<file path="src/hdl/ytc_pkg.sv">
// ytc_pkg: shared types, register indexes, reset values and the angle wrap
// helper for the yaw turn controller. No dependencies.
package ytc_pkg;

  typedef logic signed [12:0] angle_t;   // heading, 1/16 degree
  typedef logic signed [13:0] turn_t;    // relative turn request
  typedef logic signed [8:0]  drive_t;   // motor command
  typedef logic signed [16:0] wide_t;    // headroom for sums before wrap

  localparam int unsigned CFG_IDX_W  = 3;
  localparam int unsigned CFG_DATA_W = 16;

  // register indexes
  localparam logic [CFG_IDX_W-1:0] REG_TOLERANCE = 3'd0;
  localparam logic [CFG_IDX_W-1:0] REG_WAIT_MS   = 3'd1;
  localparam logic [CFG_IDX_W-1:0] REG_GAIN      = 3'd2;
  localparam logic [CFG_IDX_W-1:0] REG_MAX_DRIVE = 3'd3;
  localparam logic [CFG_IDX_W-1:0] REG_MIN_DRIVE = 3'd4;

  // reset values
  localparam logic [11:0] TOLERANCE_RST = 12'd32;
  localparam logic [15:0] WAIT_MS_RST   = 16'd2000;
  localparam logic [7:0]  GAIN_RST      = 8'd40;
  localparam logic [7:0]  MAX_DRIVE_RST = 8'd120;
  localparam logic [7:0]  MIN_DRIVE_RST = 8'd45;

  // request action codes
  localparam logic ACT_START  = 1'b0;
  localparam logic ACT_UPDATE = 1'b1;

  localparam wide_t FULL_TURN = 17'sd5760;
  localparam wide_t HALF_TURN = 17'sd2880;

  // Wrap into [-HALF_TURN, HALF_TURN). Inputs stay within two turns of
  // the window, so five candidate offsets cover every case.
  function automatic angle_t wrap_angle(input wide_t v);
    wide_t r;
    if (v >= HALF_TURN + FULL_TURN)
      r = v - (FULL_TURN + FULL_TURN);
    else if (v >= HALF_TURN)
      r = v - FULL_TURN;
    else if (v >= -HALF_TURN)
      r = v;
    else if (v >= -HALF_TURN - FULL_TURN)
      r = v + FULL_TURN;
    else
      r = v + (FULL_TURN + FULL_TURN);
    return r[12:0];
  endfunction

endpackage

</file>
<file path="src/hdl/ytc_in_if.sv">
// ytc_in_if: request channel of the yaw turn controller (valid/ready).
// Depends on ytc_pkg.
interface ytc_in_if;
  logic            valid;
  logic            ready;
  logic            action;
  ytc_pkg::angle_t yaw;
  ytc_pkg::turn_t  turn_angle;
  logic [31:0]     now_ms;

  modport source (output valid, action, yaw, turn_angle, now_ms, input ready);
  modport sink   (input valid, action, yaw, turn_angle, now_ms, output ready);
endinterface

</file>
<file path="src/hdl/ytc_out_if.sv">
// ytc_out_if: result channel of the yaw turn controller (valid/ready).
// Depends on ytc_pkg.
interface ytc_out_if;
  logic            valid;
  logic            ready;
  ytc_pkg::drive_t left_drive;
  ytc_pkg::drive_t right_drive;
  logic            done_res;

  modport source (output valid, left_drive, right_drive, done_res, input ready);
  modport sink   (input valid, left_drive, right_drive, done_res, output ready);
endinterface

</file>
<file path="src/hdl/ytc_drive_calc.sv">
// ytc_drive_calc: proportional drive from the heading error: scale,
// truncate toward zero, clamp, then raise to the friction floor.
// Depends on ytc_pkg.
module ytc_drive_calc (
  input  ytc_pkg::angle_t err,
  input  logic [7:0]      gain,
  input  logic [7:0]      max_drive,
  input  logic [7:0]      min_drive,
  output ytc_pkg::drive_t drive
);

  logic signed [21:0] prod;
  logic signed [21:0] biased;
  logic signed [13:0] quot;
  logic signed [13:0] maxd;
  logic signed [13:0] mind;
  logic signed [13:0] clamped;
  logic signed [13:0] mag;
  logic signed [13:0] raised;

  always_comb begin
    // widen both operands first so the product keeps all its bits
    prod   = signed'(22'(gain)) * 22'(err);
    // bias negatives so the shift truncates toward zero
    biased = prod + (prod[21] ? 22'sd255 : 22'sd0);
    quot   = biased[21:8];
    maxd   = signed'({6'b0, max_drive});
    mind   = signed'({6'b0, min_drive});

    if (quot > maxd)
      clamped = maxd;
    else if (quot < -maxd)
      clamped = -maxd;
    else
      clamped = quot;

    mag = clamped[13] ? -clamped : clamped;
    if (mag < mind)
      raised = (err > 13'sd0) ? mind : -mind;
    else
      raised = clamped;

    drive = raised[8:0];
  end

endmodule

</file>
<file path="src/hdl/yaw_turn_controller.sv">
// yaw_turn_controller: top level of the in-place proportional turn
// controller. Depends on ytc_pkg, ytc_in_if, ytc_out_if, ytc_drive_calc.
//
//  channel  dir  handshake          payload
//  in_ch    in   valid/ready        action, yaw, turn_angle, now_ms
//  out_ch   out  valid/ready        left_drive, right_drive, done_res
//  cfg_*    in   cfg_we (no ready)  cfg_index, cfg_wdata
//
// One request per cycle while the result side keeps up. A request is held in
// the input register, the heading/drive logic works on it there, and the
// result register takes the answer when the input register hands it on.
// Start requests update the target and leave no result.
// Reset (rst_n low, synchronous) clears the flags, target, wait start time and
// valid bits and reloads the register defaults.
// A stalled result blocks the input register only when that register
// holds an update; an empty input register still takes one request while it waits.
module yaw_turn_controller (
  input  logic                               clk,
  input  logic                               rst_n,
  ytc_in_if.sink                             in_ch,
  ytc_out_if.source                          out_ch,
  input  logic                               cfg_we,
  input  logic [ytc_pkg::CFG_IDX_W-1:0]      cfg_index,
  input  logic [ytc_pkg::CFG_DATA_W-1:0]     cfg_wdata
);

  // ---------------- configuration registers ----------------
  logic [11:0] tolerance_r;
  logic [15:0] wait_ms_r;
  logic [7:0]  gain_r;
  logic [7:0]  max_drive_r;
  logic [7:0]  min_drive_r;

  always_ff @(posedge clk) begin
    if (!rst_n) begin
      tolerance_r <= ytc_pkg::TOLERANCE_RST;
      wait_ms_r   <= ytc_pkg::WAIT_MS_RST;
      gain_r      <= ytc_pkg::GAIN_RST;
      max_drive_r <= ytc_pkg::MAX_DRIVE_RST;
      min_drive_r <= ytc_pkg::MIN_DRIVE_RST;
    end else if (cfg_we) begin
      case (cfg_index)
        ytc_pkg::REG_TOLERANCE: tolerance_r <= cfg_wdata[11:0];
        ytc_pkg::REG_WAIT_MS:   wait_ms_r   <= cfg_wdata;
        ytc_pkg::REG_GAIN:      gain_r      <= cfg_wdata[7:0];
        ytc_pkg::REG_MAX_DRIVE: max_drive_r <= cfg_wdata[7:0];
        ytc_pkg::REG_MIN_DRIVE: min_drive_r <= cfg_wdata[7:0];
        default: ;
      endcase
    end
  end

  // ---------------- input register ----------------
  logic            s1_v_r;
  logic            s1_act_r;
  ytc_pkg::angle_t s1_yaw_r;
  ytc_pkg::turn_t  s1_ang_r;
  logic [31:0]     s1_now_r;

  logic out_v_r;
  logic s1_move;     // input register hands its request on this edge
  logic in_fire;

  // a start needs no result slot; an update needs a free or draining one
  assign s1_move  = s1_v_r && ((s1_act_r == ytc_pkg::ACT_START) || !out_v_r || out_ch.ready);
  assign in_ch.ready = !s1_v_r || s1_move;
  assign in_fire  = in_ch.valid && in_ch.ready;

  always_ff @(posedge clk) begin
    if (!rst_n) begin
      s1_v_r <= 1'b0;
    end else if (in_fire) begin
      s1_v_r <= 1'b1;
    end else if (s1_move) begin
      s1_v_r <= 1'b0;
    end
  end

  always_ff @(posedge clk) begin
    if (in_fire) begin
      s1_act_r <= in_ch.action;
      s1_yaw_r <= in_ch.yaw;
      s1_ang_r <= in_ch.turn_angle;
      s1_now_r <= in_ch.now_ms;
    end
  end

  // ---------------- controller state ----------------
  ytc_pkg::angle_t target_r, target_nxt;
  logic            waiting_r, waiting_nxt;
  logic            correcting_r, correcting_nxt;
  logic [31:0]     wait_start_r, wait_start_nxt;

  ytc_pkg::angle_t err;
  logic [11:0]     err_mag;
  logic            in_tol;
  logic [31:0]     elapsed;
  logic            pausing;
  ytc_pkg::drive_t calc_drive;
  ytc_pkg::drive_t res_drive;
  logic            res_done;

  ytc_drive_calc u_drive (
    .err       (err),
    .gain      (gain_r),
    .max_drive (max_drive_r),
    .min_drive (min_drive_r),
    .drive     (calc_drive)
  );

  always_comb begin
    err     = ytc_pkg::wrap_angle(ytc_pkg::wide_t'(target_r) - ytc_pkg::wide_t'(s1_yaw_r));
    err_mag = err[12] ? 12'(-err) : err[11:0];
    in_tol  = err_mag <= tolerance_r;
    // modulo 2^32 elapsed time, so timestamp wrap is harmless
    elapsed = s1_now_r - wait_start_r;
    pausing = elapsed < {16'b0, wait_ms_r};

    target_nxt     = target_r;
    waiting_nxt    = waiting_r;
    correcting_nxt = correcting_r;
    wait_start_nxt = wait_start_r;
    res_drive      = '0;
    res_done       = 1'b0;

    if (s1_act_r == ytc_pkg::ACT_START) begin
      target_nxt     = ytc_pkg::wrap_angle(ytc_pkg::wide_t'(s1_yaw_r)
                                           + ytc_pkg::wide_t'(s1_ang_r));
      waiting_nxt    = 1'b0;
      correcting_nxt = 1'b0;
      wait_start_nxt = '0;
    end else if (in_tol) begin
      waiting_nxt    = 1'b0;
      correcting_nxt = 1'b0;
      res_done       = 1'b1;
    end else if (!waiting_r && !correcting_r) begin
      // first miss: stop and start the settling pause
      waiting_nxt    = 1'b1;
      wait_start_nxt = s1_now_r;
    end else if (waiting_r && pausing) begin
      res_drive = '0;
    end else begin
      // pause over (or already correcting): drive this request
      waiting_nxt    = 1'b0;
      correcting_nxt = 1'b1;
      res_drive      = calc_drive;
    end
  end

  always_ff @(posedge clk) begin
    if (!rst_n) begin
      target_r     <= '0;
      waiting_r    <= 1'b0;
      correcting_r <= 1'b0;
      wait_start_r <= '0;
    end else if (s1_move) begin
      target_r     <= target_nxt;
      waiting_r    <= waiting_nxt;
      correcting_r <= correcting_nxt;
      wait_start_r <= wait_start_nxt;
    end
  end

  // ---------------- result register ----------------
  logic            out_load;
  ytc_pkg::drive_t out_left_r;
  ytc_pkg::drive_t out_right_r;
  logic            out_done_r;

  assign out_load = s1_move && (s1_act_r == ytc_pkg::ACT_UPDATE);

  always_ff @(posedge clk) begin
    if (!rst_n) begin
      out_v_r <= 1'b0;
    end else if (out_load) begin
      out_v_r <= 1'b1;
    end else if (out_ch.ready) begin
      out_v_r <= 1'b0;
    end
  end

  always_ff @(posedge clk) begin
    if (out_load) begin
      out_left_r  <= -res_drive;
      out_right_r <= res_drive;
      out_done_r  <= res_done;
    end
  end

  assign out_ch.valid       = out_v_r;
  assign out_ch.left_drive  = out_left_r;
  assign out_ch.right_drive = out_right_r;
  assign out_ch.done_res    = out_done_r;

  // ---------------- assertions ----------------
  a_flags_exclusive: assert property (@(posedge clk) disable iff (!rst_n)
    !(waiting_r && correcting_r))
    else $error("waiting and correcting both set");

  a_start_no_result: assert property (@(posedge clk) disable iff (!rst_n)
    (s1_v_r && (s1_act_r == ytc_pkg::ACT_START) && !out_v_r) |=> !out_v_r)
    else $error("start request produced a result");

  a_done_zero_drive: assert property (@(posedge clk) disable iff (!rst_n)
    (out_v_r && out_done_r) |-> (out_right_r == '0 && out_left_r == '0))
    else $error("finished result with nonzero drive");

  a_mirror_drive: assert property (@(posedge clk) disable iff (!rst_n)
    out_v_r |-> (out_left_r == ytc_pkg::drive_t'(-out_right_r)))
    else $error("left drive is not the mirror of right drive");

endmodule

</file>
<file path="src/flat_wrapper.sv">
// flat-port wrapper written by rule: the top's interface ports become plain ports
module yaw_turn_controller_flat 
  (clk, rst_n, cfg_we, cfg_index, cfg_wdata, in_ch_valid, in_ch_action, in_ch_yaw, in_ch_turn_angle, in_ch_now_ms, in_ch_ready, out_ch_valid, out_ch_left_drive, out_ch_right_drive, out_ch_done_res, out_ch_ready);
  ytc_in_if in_ch_i ();
  ytc_out_if out_ch_i ();
  input  logic clk;
  input  logic rst_n;
  input  logic cfg_we;
  input  logic [ytc_pkg::CFG_IDX_W-1:0] cfg_index;
  input  logic [ytc_pkg::CFG_DATA_W-1:0] cfg_wdata;
  input wire logic [$bits(in_ch_i.valid)-1:0] in_ch_valid;
  input wire logic [$bits(in_ch_i.action)-1:0] in_ch_action;
  input wire logic [$bits(in_ch_i.yaw)-1:0] in_ch_yaw;
  input wire logic [$bits(in_ch_i.turn_angle)-1:0] in_ch_turn_angle;
  input wire logic [$bits(in_ch_i.now_ms)-1:0] in_ch_now_ms;
  output wire logic [$bits(in_ch_i.ready)-1:0] in_ch_ready;
  output wire logic [$bits(out_ch_i.valid)-1:0] out_ch_valid;
  output wire logic [$bits(out_ch_i.left_drive)-1:0] out_ch_left_drive;
  output wire logic [$bits(out_ch_i.right_drive)-1:0] out_ch_right_drive;
  output wire logic [$bits(out_ch_i.done_res)-1:0] out_ch_done_res;
  input wire logic [$bits(out_ch_i.ready)-1:0] out_ch_ready;
  assign in_ch_i.valid = in_ch_valid;
  assign in_ch_i.action = in_ch_action;
  assign in_ch_i.yaw = in_ch_yaw;
  assign in_ch_i.turn_angle = in_ch_turn_angle;
  assign in_ch_i.now_ms = in_ch_now_ms;
  assign in_ch_ready = in_ch_i.ready;
  assign out_ch_valid = out_ch_i.valid;
  assign out_ch_left_drive = out_ch_i.left_drive;
  assign out_ch_right_drive = out_ch_i.right_drive;
  assign out_ch_done_res = out_ch_i.done_res;
  assign out_ch_i.ready = out_ch_ready;
  yaw_turn_controller u_core (.clk(clk), .rst_n(rst_n), .in_ch(in_ch_i), .out_ch(out_ch_i), .cfg_we(cfg_we), .cfg_index(cfg_index), .cfg_wdata(cfg_wdata));
endmodule
</file>
<file path="config.mk">
export PLATFORM = sky130hd
export DESIGN_NAME = yaw_turn_controller_flat
export DESIGN_NICKNAME = d
export VERILOG_FILES = /design/src/hdl/ytc_pkg.sv /design/src/hdl/ytc_in_if.sv /design/src/hdl/ytc_out_if.sv /design/src/hdl/ytc_drive_calc.sv /design/src/hdl/yaw_turn_controller.sv /design/src/flat_wrapper.sv
export SDC_FILE = /design/constraint.sdc
export NUM_CORES = 1
export LEC_CHECK = 0
export ABC_AREA = 1
export BUFFER_PORTS_ARGS = -buffer_cell sky130_fd_sc_hd__buf_2
export CORE_ASPECT_RATIO = 1.25
export CORE_MARGIN = 2
export CORE_UTILIZATION = 47
export DETAILED_ROUTE_END_ITERATION = 10
export GPL_ROUTABILITY_DRIVEN = 0
export SLEW_MARGIN = 10
export SYNTH_ARGS = -nofsm -noshare
export SYNTH_HDL_FRONTEND = slang
export SYNTH_HIERARCHICAL = 1
export SYNTH_SLANG_ARGS = --single-unit
</file>
<file path="constraint.sdc">
create_clock -name clk -period 15.6 [get_ports clk]
set_clock_uncertainty 0.05 [all_clocks]
set_input_delay 2.34 -clock clk [delete_from_list [all_inputs] [get_ports clk]]
set_output_delay 2.34 -clock clk [all_outputs]
set_load 0.005 [all_outputs]
</file>
Yosys cells after proc, flatten, opt, wreduce, memory -nomap -nowiden

Index checks and enable logic that the tools add are counted.

Bits in registers: 180
Output and inout port bits: 21

$add $sub $neg: 17
Multiply operators: 1
Order comparisons: 14
Equal/unequal tests: 9
Mux-type cells: 35
Bitwise operators: 1
Reductions and logical operators: 24

Operators by type and width:

| operator                                                                               | number |
|---|---|
| 13-bit 2-to-1 mux                                                                      | 8 |
| 32-bit 2-to-1 mux                                                                      | 3 |
| 9-bit 2-to-1 mux                                                                       | 6 |
| 13-bit adder (second input constant)                                                   | 4 |
| 13-bit subtractor (second input constant)                                              | 4 |
| 14-bit 2-to-1 mux                                                                      | 3 |
| 32-bit by 16-bit less-than comparator with 1-bit output                                | 1 |
| 32-bit subtractor                                                                      | 1 |
| 14-bit by 15-bit greater-or-equal comparator with 1-bit output (second input constant) | 2 |
| 15-bit by 13-bit greater-or-equal comparator with 1-bit output (second input constant) | 2 |
| 15-bit greater-or-equal comparator (second input constant)                             | 2 |
| 14-bit by 13-bit greater-or-equal comparator with 1-bit output (second input constant) | 2 |
| 22-bit by 9-bit adder with 22-bit output                                               | 1 |
| 9-bit by 13-bit multiplier with 22-bit output                                          | 1 |
| 13-bit by 14-bit adder with 15-bit output                                              | 1 |
| 14-bit by 9-bit greater-than comparator with 1-bit output                              | 1 |
| 14-bit less-than comparator                                                            | 1 |
| 14-bit by 9-bit less-than comparator with 1-bit output                                 | 1 |
| 14-bit negator                                                                         | 1 |
| 8-bit negator with 14-bit output                                                       | 1 |
| 2-bit AND reduction                                                                    | 7 |
| 13-bit by 13-bit subtractor with 14-bit output                                         | 1 |
| 13-bit by 1-bit greater-than comparator with 1-bit output (second input constant)      | 1 |
| 1-bit 2-to-1 mux                                                                       | 13 |
| other kinds (19)                                                                       | 33 |

Depth between registers and ports, before layout

Gate-level depths: netlist (run 1).

Depth in word-level cells: 21
Mapped depth: 92
Mapped depth without buffers: 90

By module

The synthesis (run 1) kept the hierarchy.

By module, submodules not included:

| module              | instances | cells an instance | area each (um^2) | seq. area each (um^2) |
|---|---|---|---|---|
| yaw_turn_controller | 1         | 1838              | 12627.1          | 4364.2 |
| ytc_drive_calc      | 1         | 1070              | 6790.3           | 0.0 |

Worst setup path after synthesis (run 1)

Ideal clock, no wire load.

Path type: register -> register
Start point: register u_core.s1_yaw_r[0]
End point: register u_core.out_left_r[8], in the netlist u_core/out_ch.left_drive[8], data pin
Setup time: 252 ps
Arrival time: 10800 ps
Data required time: 15298 ps
Path slack: 4498 ps
Stages on the path, launching flop included: 80
Buffers on the path: 2
Clock period less this slack: 11102 ps
Cells stage by stage: edfxtp_1 ha_1 inv_1 fa_1 nand3_1 nand3_2 nand3_1 nand3_1 nand2_1 nand2_2 nor2_2 nand3_2 nand3_4 inv_2 nand2_1 nand2_1 nand2_2 nand2_4 [44 not listed] nand2_1 nand2_1 nand2_1 nor2_2 nand2_1 nor2_2 nand2_4 nand2_8 nand2_2 nand2_1 nand2_1 nor2_1 inv_1 ha_1 nand2_1 inv_1 nand3_1 nand2_1

Cells in the longest elaborated chain, start to end: 21
Elaborated cells between the ends (all ways): 34

Ends and longest elaborated chain:

| what                                               | line                       | source |
|---|---|---|
| start, declared                                    | yaw_turn_controller.sv:56  | `ytc_pkg::angle_t s1_yaw_r;` |
| start signal, assigned                             | yaw_turn_controller.sv:82  | `s1_yaw_r <= in_ch.yaw;` |
| 13-bit by 13-bit subtractor with 14-bit output (*) | yaw_turn_controller.sv:112 | `err = ytc_pkg::wrap_angle(ytc_pkg::wide_t'(target_r) - ytc_pkg::wide_t'(s1_yaw_r));` |
| 13-bit adder (tied with other cells)               | ytc_pkg.sv:47              | `r = v + (FULL_TURN + FULL_TURN);` |
| 13-bit 2-to-1 mux                                  | ytc_pkg.sv:44              | `else if (v >= -HALF_TURN - FULL_TURN)` |
| 13-bit 2-to-1 mux                                  | ytc_pkg.sv:42              | `else if (v >= -HALF_TURN)` |
| 13-bit 2-to-1 mux                                  | ytc_pkg.sv:40              | `else if (v >= HALF_TURN)` |
| 13-bit 2-to-1 mux (*)                              | ytc_pkg.sv:38              | `if (v >= HALF_TURN + FULL_TURN)` |
| net u_core.err[12]                                 | yaw_turn_controller.sv:94  | `ytc_pkg::angle_t err;` |
| 9-bit by 13-bit multiplier with 22-bit output      | ytc_drive_calc.sv:23       | `prod = signed'(22'(gain)) * 22'(err);` |
| [8 not listed]                                     | --                         |  |
| 9-bit 2-to-1 mux (*)                               | ytc_drive_calc.sv:38       | `if (mag < mind)` |
| net u_core.calc_drive[0]                           | yaw_turn_controller.sv:99  | `ytc_pkg::drive_t calc_drive;` |
| 9-bit 2-to-1 mux (*)                               | yaw_turn_controller.sv:140 | `end else if (waiting_r && pausing) begin` |
| 9-bit 2-to-1 mux (*)                               | yaw_turn_controller.sv:136 | `end else if (!waiting_r && !correcting_r) begin` |
| 9-bit 2-to-1 mux (*)                               | yaw_turn_controller.sv:132 | `end else if (in_tol) begin` |
| 9-bit 2-to-1 mux (*)                               | yaw_turn_controller.sv:126 | `if (s1_act_r == ytc_pkg::ACT_START) begin` |
| net u_core.res_drive[0]                            | yaw_turn_controller.sv:100 | `ytc_pkg::drive_t res_drive;` |
| 9-bit negator (*)                                  | yaw_turn_controller.sv:184 | `out_left_r <= -res_drive;` |
| end signal, assigned                               | yaw_turn_controller.sv:184 |  |
| end, declared                                      | yaw_turn_controller.sv:166 | `ytc_pkg::drive_t out_left_r;` |

Mark *: on every way through the listed nets, which the timed path passes. The rest lies on a longest branch.
A chain may end at the register's enable or synchronous reset.

Final worst setup path (run 1)

Ends and elaborated chain as after synthesis.

==> run summary, run 1 <==
Status - complete, no violations
TritonCTS clock tree - built
Worst setup EP type - flip-flop
CP startpoint - u_core/s1_yaw_r[0]$_DFFE_PP_
Worst Hold Class - reg -> reg
Period Utilization, post-route - 81.1%
Die Wd - 186 um
Least-Margin Pin Slew - 1110 ps
Overflow after GRT - 0
CP arrival - 12810 ps
Top cell type's share of synthesized area - 16.8%
Reg-to-reg setup timing slack - 2950 ps
Asr flop ratio synth - 0%
Mapped Nets - 3250
Share of cells above drive strength 1 - 9.94%
# diodes - 0
Post-route minimum period - 12650 ps
Critical Path Sink - u_core/out_ch.left_drive[8]$_DFFE_PP_
Post-route cell area - 21000 um2
Post-CTS setup buffers - 0
Register area share after synthesis - 22.5%
Hold-fix buffers, CTS - 0
# fillers - 4213
Yosys top cell by area - nand2_1
CTS Buffer Depth - 2
Rel. slew slack - 25.9%
First-pass GRT wire length - 81600 um
Crit path depth - 76
Crit path buf inv count - 13
Critical Path Max Stage Delay - 700 ps
Fmax - 79.0 MHz
Setup_tns - 0 ps
Startpoint types - flip-flop
Reg area - 4360 um2
Crit-path slowest cell - mux2i_1
Clock buffer count from CTS - 17
Prevailing post-synth register cell - dfxtp_1
Synth Area in Adders - 20.0%
Crit Path Category - reg -> reg
Reg2Reg Depth - 76
Root buffer cell - clkbuf_16
Number of vias per cell - 5.01
Initial DRC count - 881
Final setup vio count - 0
Number of max-cap violations - 0
Core area - 40900 um2
CTS resizes - 0
Final hold violations - 0
Cell Rows - 83
Final core utilization - 51.4%
Cell with the most instances after synthesis - nand2_1
Post-synthesis register bit count - 179
Synthesized area per cell - 6.68 um2
H-tree depth - 4
Placed Area - 20400 um2
Compound-Gate Fraction of Synth Area - 8.16%
Worst skew pair latency - 450 ps
Synth area leaders - nand2_1 (17%), edfxtp_1 (12%), inv_1 (11%)
Vias - 17800
Post-synth top cells - nand2_1 (870), inv_1 (572), nor2_1 (210)
Wire per inst - 13.7 um
Clock-pin slew on the worst setup and hold paths - 80 ps
Synthesized area - 19400 um2
Unique masters post-synth - 58
Boundary Pins - 105
Cell mode on critical path - nand2_1
Post-synth EDFFs - 78
XOR/XNOR Fraction of Synth Area - 3.41%
Die Height - 231 um
Hpwl dp - 39800 um
Num Clock Sinks - 179
Total track usage - 23.3%
Vias in the first global route - 17400
Initial Util - 47.5%
Final Max Tran Viols - 0
Simple-gate share of the synthesized area - 33.2%
Worst hold slack - 409 ps
Drt total wl - 48600 um
Crit Path Max Fanout - 16
# DRC - 0
Initial antenna violation count - 0
Worst Path Required - 15760 ps
Nets - 3328
First-pass DRT Iterations - 6
Port bufs - 104
Crit-path leading delay family - simple AND/OR/NAND/NOR gates
Yosys warns - 6
Largest net degree at the start of global routing - 66
Post-Synthesis Cells - 2908
Antenna viol nets, final - 0
Largest family of logic cells by synthesized area - simple AND/OR/NAND/NOR gates
Footprint of the multi-input gates - 12600 um2
Reg-to-reg endpoint - u_core/out_ch.left_drive[8]$_DFFE_PP_
Layout area overhead - 8.34%
Mux cell area share after synthesis - 0.0515%
Reg-to-reg critical path startpoint - u_core/s1_yaw_r[0]$_DFFE_PP_
Die area - 43000 um2
RSZ-0062 raised after global routing - false
## cell families after synthesis
logic type,after synthesis
adders and majority gates,258
muxes,1
AOI/OAI and AO/OA,283
and+or+nand+nor,1471
DFF,179
buffers and inverters,643
xor gates and xnor gates,73
## worst min path at each step
stage	start	end	cells after the start
finish	u_core/target_r[0]$_SDFFE_PN0P_	u_core/target_r[0]$_SDFFE_PN0P_	2
global route	u_core/wait_start_r[28]$_SDFFE_PN0P_	u_core/wait_start_r[28]$_SDFFE_PN0P_	2
CTS	u_core/wait_start_r[1]$_SDFFE_PN0P_	u_core/wait_start_r[1]$_SDFFE_PN0P_	2
global placement	u_core/target_r[0]$_SDFFE_PN0P_	u_core/target_r[0]$_SDFFE_PN0P_	2
floorplan	u_core/target_r[0]$_SDFFE_PN0P_	u_core/target_r[0]$_SDFFE_PN0P_	2
detailed placement	u_core/wait_start_r[1]$_SDFFE_PN0P_	u_core/wait_start_r[1]$_SDFFE_PN0P_	2
## layout make-up
type / count / area share (%)
tap: 552 / 3.28
clock inverter: 15 / 0.833
timing repair buffer: 111 / 2.72
inverter: 591 / 10.6
multi-input combinational: 2086 / 59.8
sequential: 179 / 20.7
clock buffer: 17 / 2.02
## metal layers
| metal | wire, um | up-vias | GRT usage (%) |
|---|---|---|---|
| li1 | - | 9185 | - |
| met1 | 21300 | 8116 | 28.6 |
| met2 | 24200 | 402 | 41.7 |
| met3 | 1590 | 85 | 2.40 |
| met4 | 1570 | 0 | 9.15 |
| met5 | 0 | - | 0 |
## sequential cells by signal (all words and copies together) (netlist names)
| signal | cells |
|---|---|
| u_core/target_r | 13 |
| u_core/correcting_r | 1 |
| u_core/max_drive_r | 8 |
| u_core/s1_v_r | 1 |
| u_core/tolerance_r | 12 |
| u_core/out_ch.right_drive | 8 |
| u_core/out_ch.valid | 1 |
| u_core/min_drive_r | 8 |
| u_core/out_ch.done_res | 1 |
| u_core/s1_now_r | 32 |
| u_core/wait_ms_r | 16 |
| u_core/gain_r | 8 |
| u_core/out_ch.left_drive | 9 |
| u_core/s1_act_r | 1 |
| u_core/waiting_r | 1 |
| u_core/s1_ang_r | 14 |
| u_core/s1_yaw_r | 13 |
| u_core/wait_start_r | 32 |
## worst reg2reg max path: cells and delay by family (launching register included)
family | cells | cell delay (ps)
compound gates | 10 | 1550
flops | 1 | 370
fa+ha+maj | 11 | 3960
mux | 1 | 700
xor+xnor | 1 | 170
simple gates | 40 | 4490
buf+inv | 13 | 1110
## cells in the final DEF (no fill, tap or decap), drive strengths merged, types with 17 or more instances in the layout
| cell type | count |
|---|---|
| a21oi | 147 |
| buf | 111 |
| clkbuf | 17 |
| dfxtp | 101 |
| edfxtp | 78 |
| fa | 87 |
| ha | 171 |
| inv | 600 |
| nand2 | 941 |
| nand3 | 203 |
| nand4 | 45 |
| nor2 | 236 |
| nor3 | 18 |
| o21ai | 91 |
| xor2 | 58 |
## metrics by stage
stage                     std cells  worst slack, ps
after floorplan                2908             4500
after global placement         3519             3400
after detailed placement       3519             3050
after CTS                      3551             3000
after global routing           3551             1670
final                          3551             2950
Power of run 1 is left out: the tool's default activity adds up to more than one toggle a clock period on the data nets, which glitch-free logic cannot reach.
==> run 2, diff against run 1 <==
Settings changed: ABC_AREA 1 to 0, PLACE_DENSITY from default to 0.67.
Clock period 15.6 ns to 10.2 ns, I/O delays scaled along.
==> run summary, run 2 <==
First-pass GRT wire length - 77400 um (was 81600 um)
Crit Path Category - reg -> reg (unchanged)
Number of max-cap violations - 0 (unchanged)
Critical hold path startpoint - u_core/tolerance_r[4]$_SDFFE_PN0P_ (was u_core/target_r[0]$_SDFFE_PN0P_)
Number of vias per cell - 5.55 (was 5.01)
Post-synth top cells - inv_1 (240), nand2_1 (232), ha_1 (171) (was nand2_1 (870), inv_1 (572), nor2_1 (210))
H-tree depth - 4 (unchanged)
Worst skew pair latency - 450 ps (about the same)
Overflow after GRT - 0 (unchanged)
# diodes - 0 (unchanged)
Post-route cell area - 22400 um2 (was 21000 um2)
Final hold violations - 0 (unchanged)
Least-Margin Pin Slew - 1010 ps (was 1110 ps)
Failing checks - setup timing
Register area share after synthesis - 24.5% (was 22.5%)
Biggest regs - u_core/s1_now_r x32, u_core/wait_start_r x32, u_core/wait_ms_r x16 (unchanged)
Worst Path Required - 10360 ps (was 15760 ps)
Crit-path slowest cell - fa_1 (was mux2i_1)
Yosys top cell by area - edfxtp_1 (was nand2_1)
Total track usage - 23.7% (was 23.3%)
CP startpoint - u_core/s1_yaw_r[6]$_DFFE_PP_ (was u_core/s1_yaw_r[0]$_DFFE_PP_)
Die Wd - 178 um (was 186 um)
Worst hold slack - 409 ps (about the same)
Post-synth EDFFs - 78 (unchanged)
Status - complete, but fails checks (was complete, no violations)
Vias in the first global route - 16600 (was 17400)
Initial DRC count - 1004 (was 881)
Reg-to-reg critical path startpoint - u_core/s1_yaw_r[6]$_DFFE_PP_ (was u_core/s1_yaw_r[0]$_DFFE_PP_)
Initial Util - 47.8% (was 47.5%)
Final setup vio count - 17 (was 0)
Die area - 39600 um2 (was 43000 um2)
Nets - 2782 (was 3328)
Cell with the most instances after synthesis - inv_1 (was nand2_1)
Cell Rows - 79 (was 83)
Antenna viol nets, final - 0 (unchanged)
Commonest non-fill, non-tap cell in the layout - buf_4 (was nand2_1)
Boundary Pins - 105 (unchanged)
Post-synthesis register bit count - 179 (unchanged)
Commonest cells after routing, fill and taps aside - buf_4 (306), nand2_1 (227), inv_1 (226), ha_1 (155), a21oi_1 (118) (was nand2_1 (870), inv_1 (571), nor2_1 (209), nand3_1 (183), ha_1 (171))
Wire per inst - 15.8 um (was 13.7 um)
Post-Synthesis Cells - 2082 (was 2908)
First-pass DRT Iterations - 5 (was 6)
Hpwl dp - 36700 um (was 39800 um)
# DRC - 0 (unchanged)
CP arrival - 12960 ps (was 12810 ps)
RSZ-0062 raised after global routing - true (was false)
Fmax - 78.1 MHz (was 79.0 MHz)
Initial antenna violation count - 1 (was 0)
Synthesized area - 17800 um2 (was 19400 um2)
Drt total wl - 46400 um (was 48600 um)
Prevailing post-synth register cell - dfxtp_1 (unchanged)
Clock-pin slew on the worst setup and hold paths - 80 ps (about the same)
Period Utilization, post-route - 125% (was 81.1%)
Die Height - 222 um (was 231 um)
Clock buffer count from CTS - 17 (unchanged)
Final WS setup - -2600 ps (was 2950 ps)
Worst setup EP type - flip-flop (unchanged)
TritonCTS clock tree - built (unchanged)
Mapped Nets - 2424 (was 3250)
Worst Hold Class - reg -> reg (unchanged)
CTS Buffer Depth - 2 (unchanged)
Placed Area - 21100 um2 (was 20400 um2)
Vias - 16300 (was 17800)
Largest net degree at the start of global routing - 61 (was 66)
# fillers - 3229 (was 4213)
Synth area leaders - edfxtp_1 (13%), ha_1 (12%), dfxtp_1 (11%) (was nand2_1 (17%), edfxtp_1 (12%), inv_1 (11%))
Port bufs - 104 (unchanged)
Synthesized area per cell - 8.57 um2 (was 6.68 um2)
Yosys warns - 6 (unchanged)
Startpoint types - flip-flop (unchanged)
Unique masters post-synth - 117 (was 58)
Num Clock Sinks - 179 (unchanged)
Hold-fix buffers, CTS - 0 (unchanged)
Critical Path Max Stage Delay - 580 ps (was 700 ps)
Post-route minimum period - 12800 ps (was 12650 ps)
Asr flop ratio synth - 0% (unchanged)
Share of cells above drive strength 1 - 26.8% (was 9.94%)
Top cell type's share of synthesized area - 13.1% (was 16.8%)
Final Max Tran Viols - 0 (unchanged)
Layout area overhead - 25.7% (was 8.34%)
Cell mode on critical path - buf_4 (was nand2_1)
Crit Path Max Fanout - 8 (was 16)
Root buffer cell - clkbuf_16 (unchanged)
Core area - 37400 um2 (was 40900 um2)
Rel. slew slack - 32.2% (was 25.9%)
==> run 2: layout make-up <==
| class | instances | area [um2] | area share [%] |
|---|---|---|---|
| Clock buffer | 17 | 425 | 1.90 |
| Timing Repair Buffer | 419 | 2950 | 13.2 |
| Inverter | 245 | 925 | 4.12 |
| Sequential cell | 179 | 4370 | 19.5 |
| Tap cell | 486 | 608 | 2.71 |
| Clock inverter | 15 | 190 | 0.848 |
| Multi-Input combinational cell | 1578 | 13000 | 57.8 |
==> run 2: kinds of logic after synthesis <==
family,Yosys count,synth area share [%]
flops,179,24.5
fa+ha+maj,259,21.8
simple gates,684,19.3
buf+inv,325,7.16
xor+xnor,96,5.03
compound gates,517,20.9
mux,22,1.26
==> run 2: path summary, 6_finish.rpt <==
kind | endpoint | slack [ps] | cells past startpoint
max | u_core/out_ch.left_drive[7]$_DFFE_PP_ | -2600 | 62
min | u_core/tolerance_r[4]$_SDFFE_PN0P_ | 410 | 2
max reg2reg | u_core/out_ch.left_drive[7]$_DFFE_PP_ | -2600 | 62
min reg2reg | u_core/tolerance_r[4]$_SDFFE_PN0P_ | 410 | 2
==> run 2: layer usage <==
layer  wire length, um  global-route usage (%)  share of wire [%]
met4              1650                    9.62                3.6
met3              1320                    2.67                2.8
met1             19400                    27.6                 42
met5                17                       0              0.037
met2             24000                    43.5                 52
==> run 2: repair_timing <==
| item | CTS | global route |
|---|---|---|
| pin swaps | 50 | 22 |
| gates resized for setup | 77 | 22 |
| endpoints found under the setup margin | 17 | 17 |
| setup buffers | 29 | 9 |
==> run 2: stage by stage <==
step	setup TNS (ps)	utilization, %	std cells	worst slack [ps]
2_1_floorplan	-33620	-	2082	-2360
3_3_place_gp	-32940	56.3	2869	-2200
3_5_place_dp	-40230	56.3	2869	-2690
4_1_cts	-34530	59.6	2930	-2310
5_1_grt	-52210	60.0	2939	-3350
6_report	-39880	60.0	2939	-2600
==> run 2: worst max-delay path, delay by kind of cell, from the launching register on <==
family,cells,cell delay (ps)
XOR/XNOR,4,560
AO/OA/AOI/OAI,22,4230
adder cells (fa/ha/maj),8,3150
flip-flops,1,360
buffers and inverters,12,1440
AND/OR/NAND/NOR,15,2470
multiplexers,1,310
Power of run 2 is left out for the same reason.
==> run 3, diff against run 2 <==
Settings changed: CELL_PAD_IN_SITES_DETAIL_PLACEMENT from default to 2, CELL_PAD_IN_SITES_GLOBAL_PLACEMENT from default to 2, CORE_UTILIZATION 47 to 35, PLACE_DENSITY 0.67 to default, PLACE_DENSITY_LB_ADDON from default to 0.1.
==> run summary, run 3 (same netlist as run 2, synthesis figures left out) <==
Reg2Reg Depth - 69 (was 62)
First-pass DRT Iterations - 4 (was 5)
Boundary Pins - 105 (unchanged)
Placed Area - 21500 um2 (was 21100 um2)
Reg area - 4360 um2 (was 4370 um2)
Hold Path Cell Cnt - 2 (unchanged)
Core area - 50400 um2 (was 37400 um2)
Worst Hold Class - reg -> reg (unchanged)
Critical Path Max Stage Delay - 550 ps (was 580 ps)
Failing checks - setup timing (unchanged)
Share of cells above drive strength 1 - 30.9% (was 26.8%)
Rel. slew slack - 9.25% (was 32.2%)
Commonest cells after routing, fill and taps aside - buf_4 (358), nand2_1 (227), inv_1 (219), ha_1 (150), a21oi_1 (120) (was buf_4 (306), nand2_1 (227), inv_1 (226), ha_1 (155), a21oi_1 (118))
Clock buffer count from CTS - 17 (unchanged)
Initial antenna violation count - 3 (was 1)
Crit-path slowest cell - fa_1 (unchanged)
Worst setup EP type - flip-flop (unchanged)
TritonCTS clock tree - built (unchanged)
Clock-pin slew on the worst setup and hold paths - 100 ps (was 80 ps)
Antenna viol nets, final - 0 (unchanged)
Cell Rows - 92 (was 79)
Final WS setup - -4270 ps (was -2600 ps)
Crit Path Category - reg -> reg (unchanged)
Worst Path Required - 10390 ps (was 10360 ps)
H-tree depth - 4 (unchanged)
# DRC - 0 (unchanged)
Final Max Tran Viols - 0 (unchanged)
Initial DRC count - 739 (was 1004)
Nets - 2861 (was 2782)
Post-route minimum period - 14470 ps (was 12800 ps)
Period Utilization, post-route - 142% (was 125%)
Total track usage - 25.5% (was 23.7%)
Post-route cell area - 23700 um2 (was 22400 um2)
Place WS - -3500 ps (was -2690 ps)
RSZ-0062 raised after global routing - true (unchanged)
Footprint of the multi-input gates - 13400 um2 (was 13000 um2)
Largest net degree at the start of global routing - 79 (was 61)
Overflow after GRT - 0 (unchanged)
Vias in the first global route - 19800 (was 16600)
Drt total wl - 73400 um (was 46400 um)
Initial Util - 35.4% (was 47.8%)
Number of max-cap violations - 0 (unchanged)
Num Clock Sinks - 179 (unchanged)
Status - complete, but fails checks (unchanged)
Worst hold slack - 409 ps (about the same)
Die Height - 256 um (was 222 um)
Final setup vio count - 17 (unchanged)
First-pass GRT wire length - 106000 um (was 77400 um)
Wire per inst - 23.0 um (was 15.8 um)
Commonest non-fill, non-tap cell in the layout - buf_4 (unchanged)
Hold-fix buffers, CTS - 0 (unchanged)
Cell mode on critical path - buf_4 (unchanged)
CTS Buffer Depth - 2 (unchanged)
Fmax - 69.1 MHz (was 78.1 MHz)
Crit Path Max Fanout - 7 (was 8)
# fillers - 5503 (was 3229)
Port bufs - 104 (unchanged)
Die area - 52800 um2 (was 39600 um2)
Die Wd - 206 um (was 178 um)
Root buffer cell - clkbuf_16 (unchanged)
Least-Margin Pin Slew - 1360 ps (was 1010 ps)
Hpwl dp - 50900 um (was 36700 um)
Final hold violations - 0 (unchanged)
Vias - 17600 (was 16300)
Worst skew pair latency - 480 ps (was 450 ps)
Number of vias per cell - 5.51 (was 5.55)
Layout area overhead - 33.0% (was 25.7%)
CP arrival - 14660 ps (was 12960 ps)
Startpoint types - flip-flop (unchanged)
Biggest regs - u_core/s1_now_r x32, u_core/wait_start_r x32, u_core/wait_ms_r x16 (unchanged)
run 3: final timing paths:
path | start | to | slack, ps
setup / recovery | u_core/s1_yaw_r[0]$_DFFE_PP_ | u_core/out_ch.left_drive[8]$_DFFE_PP_ | -4270
hold / removal | u_core/tolerance_r[7]$_SDFFE_PN0P_ | u_core/tolerance_r[7]$_SDFFE_PN0P_ | 410
setup reg to reg | u_core/s1_yaw_r[0]$_DFFE_PP_ | u_core/out_ch.left_drive[8]$_DFFE_PP_ | -4270
hold reg to reg | u_core/tolerance_r[7]$_SDFFE_PN0P_ | u_core/tolerance_r[7]$_SDFFE_PN0P_ | 410
run 3: metal layers:
layer	up-vias	share of wire, %	global-route usage (%)
met3	171	1.7	2.11
met2	301	56	50.8
met4	0	4.2	11.5
met5	-	0	0
li1	8211	-	-
met1	8916	38	26.4
run 3: final cells by class:
cell class | instances | share of cell area [%]
diodes | 3 | 0.0316
clock buffers | 17 | 1.79
clock inverters | 15 | 0.707
inverters | 245 | 3.92
multi-input cells | 1578 | 56.3
flip-flops and latches | 179 | 18.4
well taps | 658 | 3.47
repair buffers | 498 | 15.4
run 3: worst max-delay path: cells and delay by family, from the launching register on:
family,cells,cell delay (ps)
adder cells (fa/ha/maj),10,3700
XOR/XNOR,4,810
multiplexers,1,90
flip-flops,1,380
AND/OR/NAND/NOR,15,2520
buffers and inverters,15,1790
AO/OA/AOI/OAI,24,4920
run 3: what timing repair did:
item                                    in CTS  in global routing
pin swaps                                   49                 63
endpoints found under the setup margin      17                 17
buffers inserted                            42                 43
gates resized for setup                     93                103
run 3: stage by stage:
step	std cells	TNS, ps	utilization (%)
final	3193	-63590	47.1
after CTS	3147	-45400	45.4
after global routing	3193	-72610	47.1
after floorplan	2082	-33620	-
after global placement	3073	-40930	42.6
after detailed placement	3073	-53140	42.6
Power of run 3 is left out for the same reason.
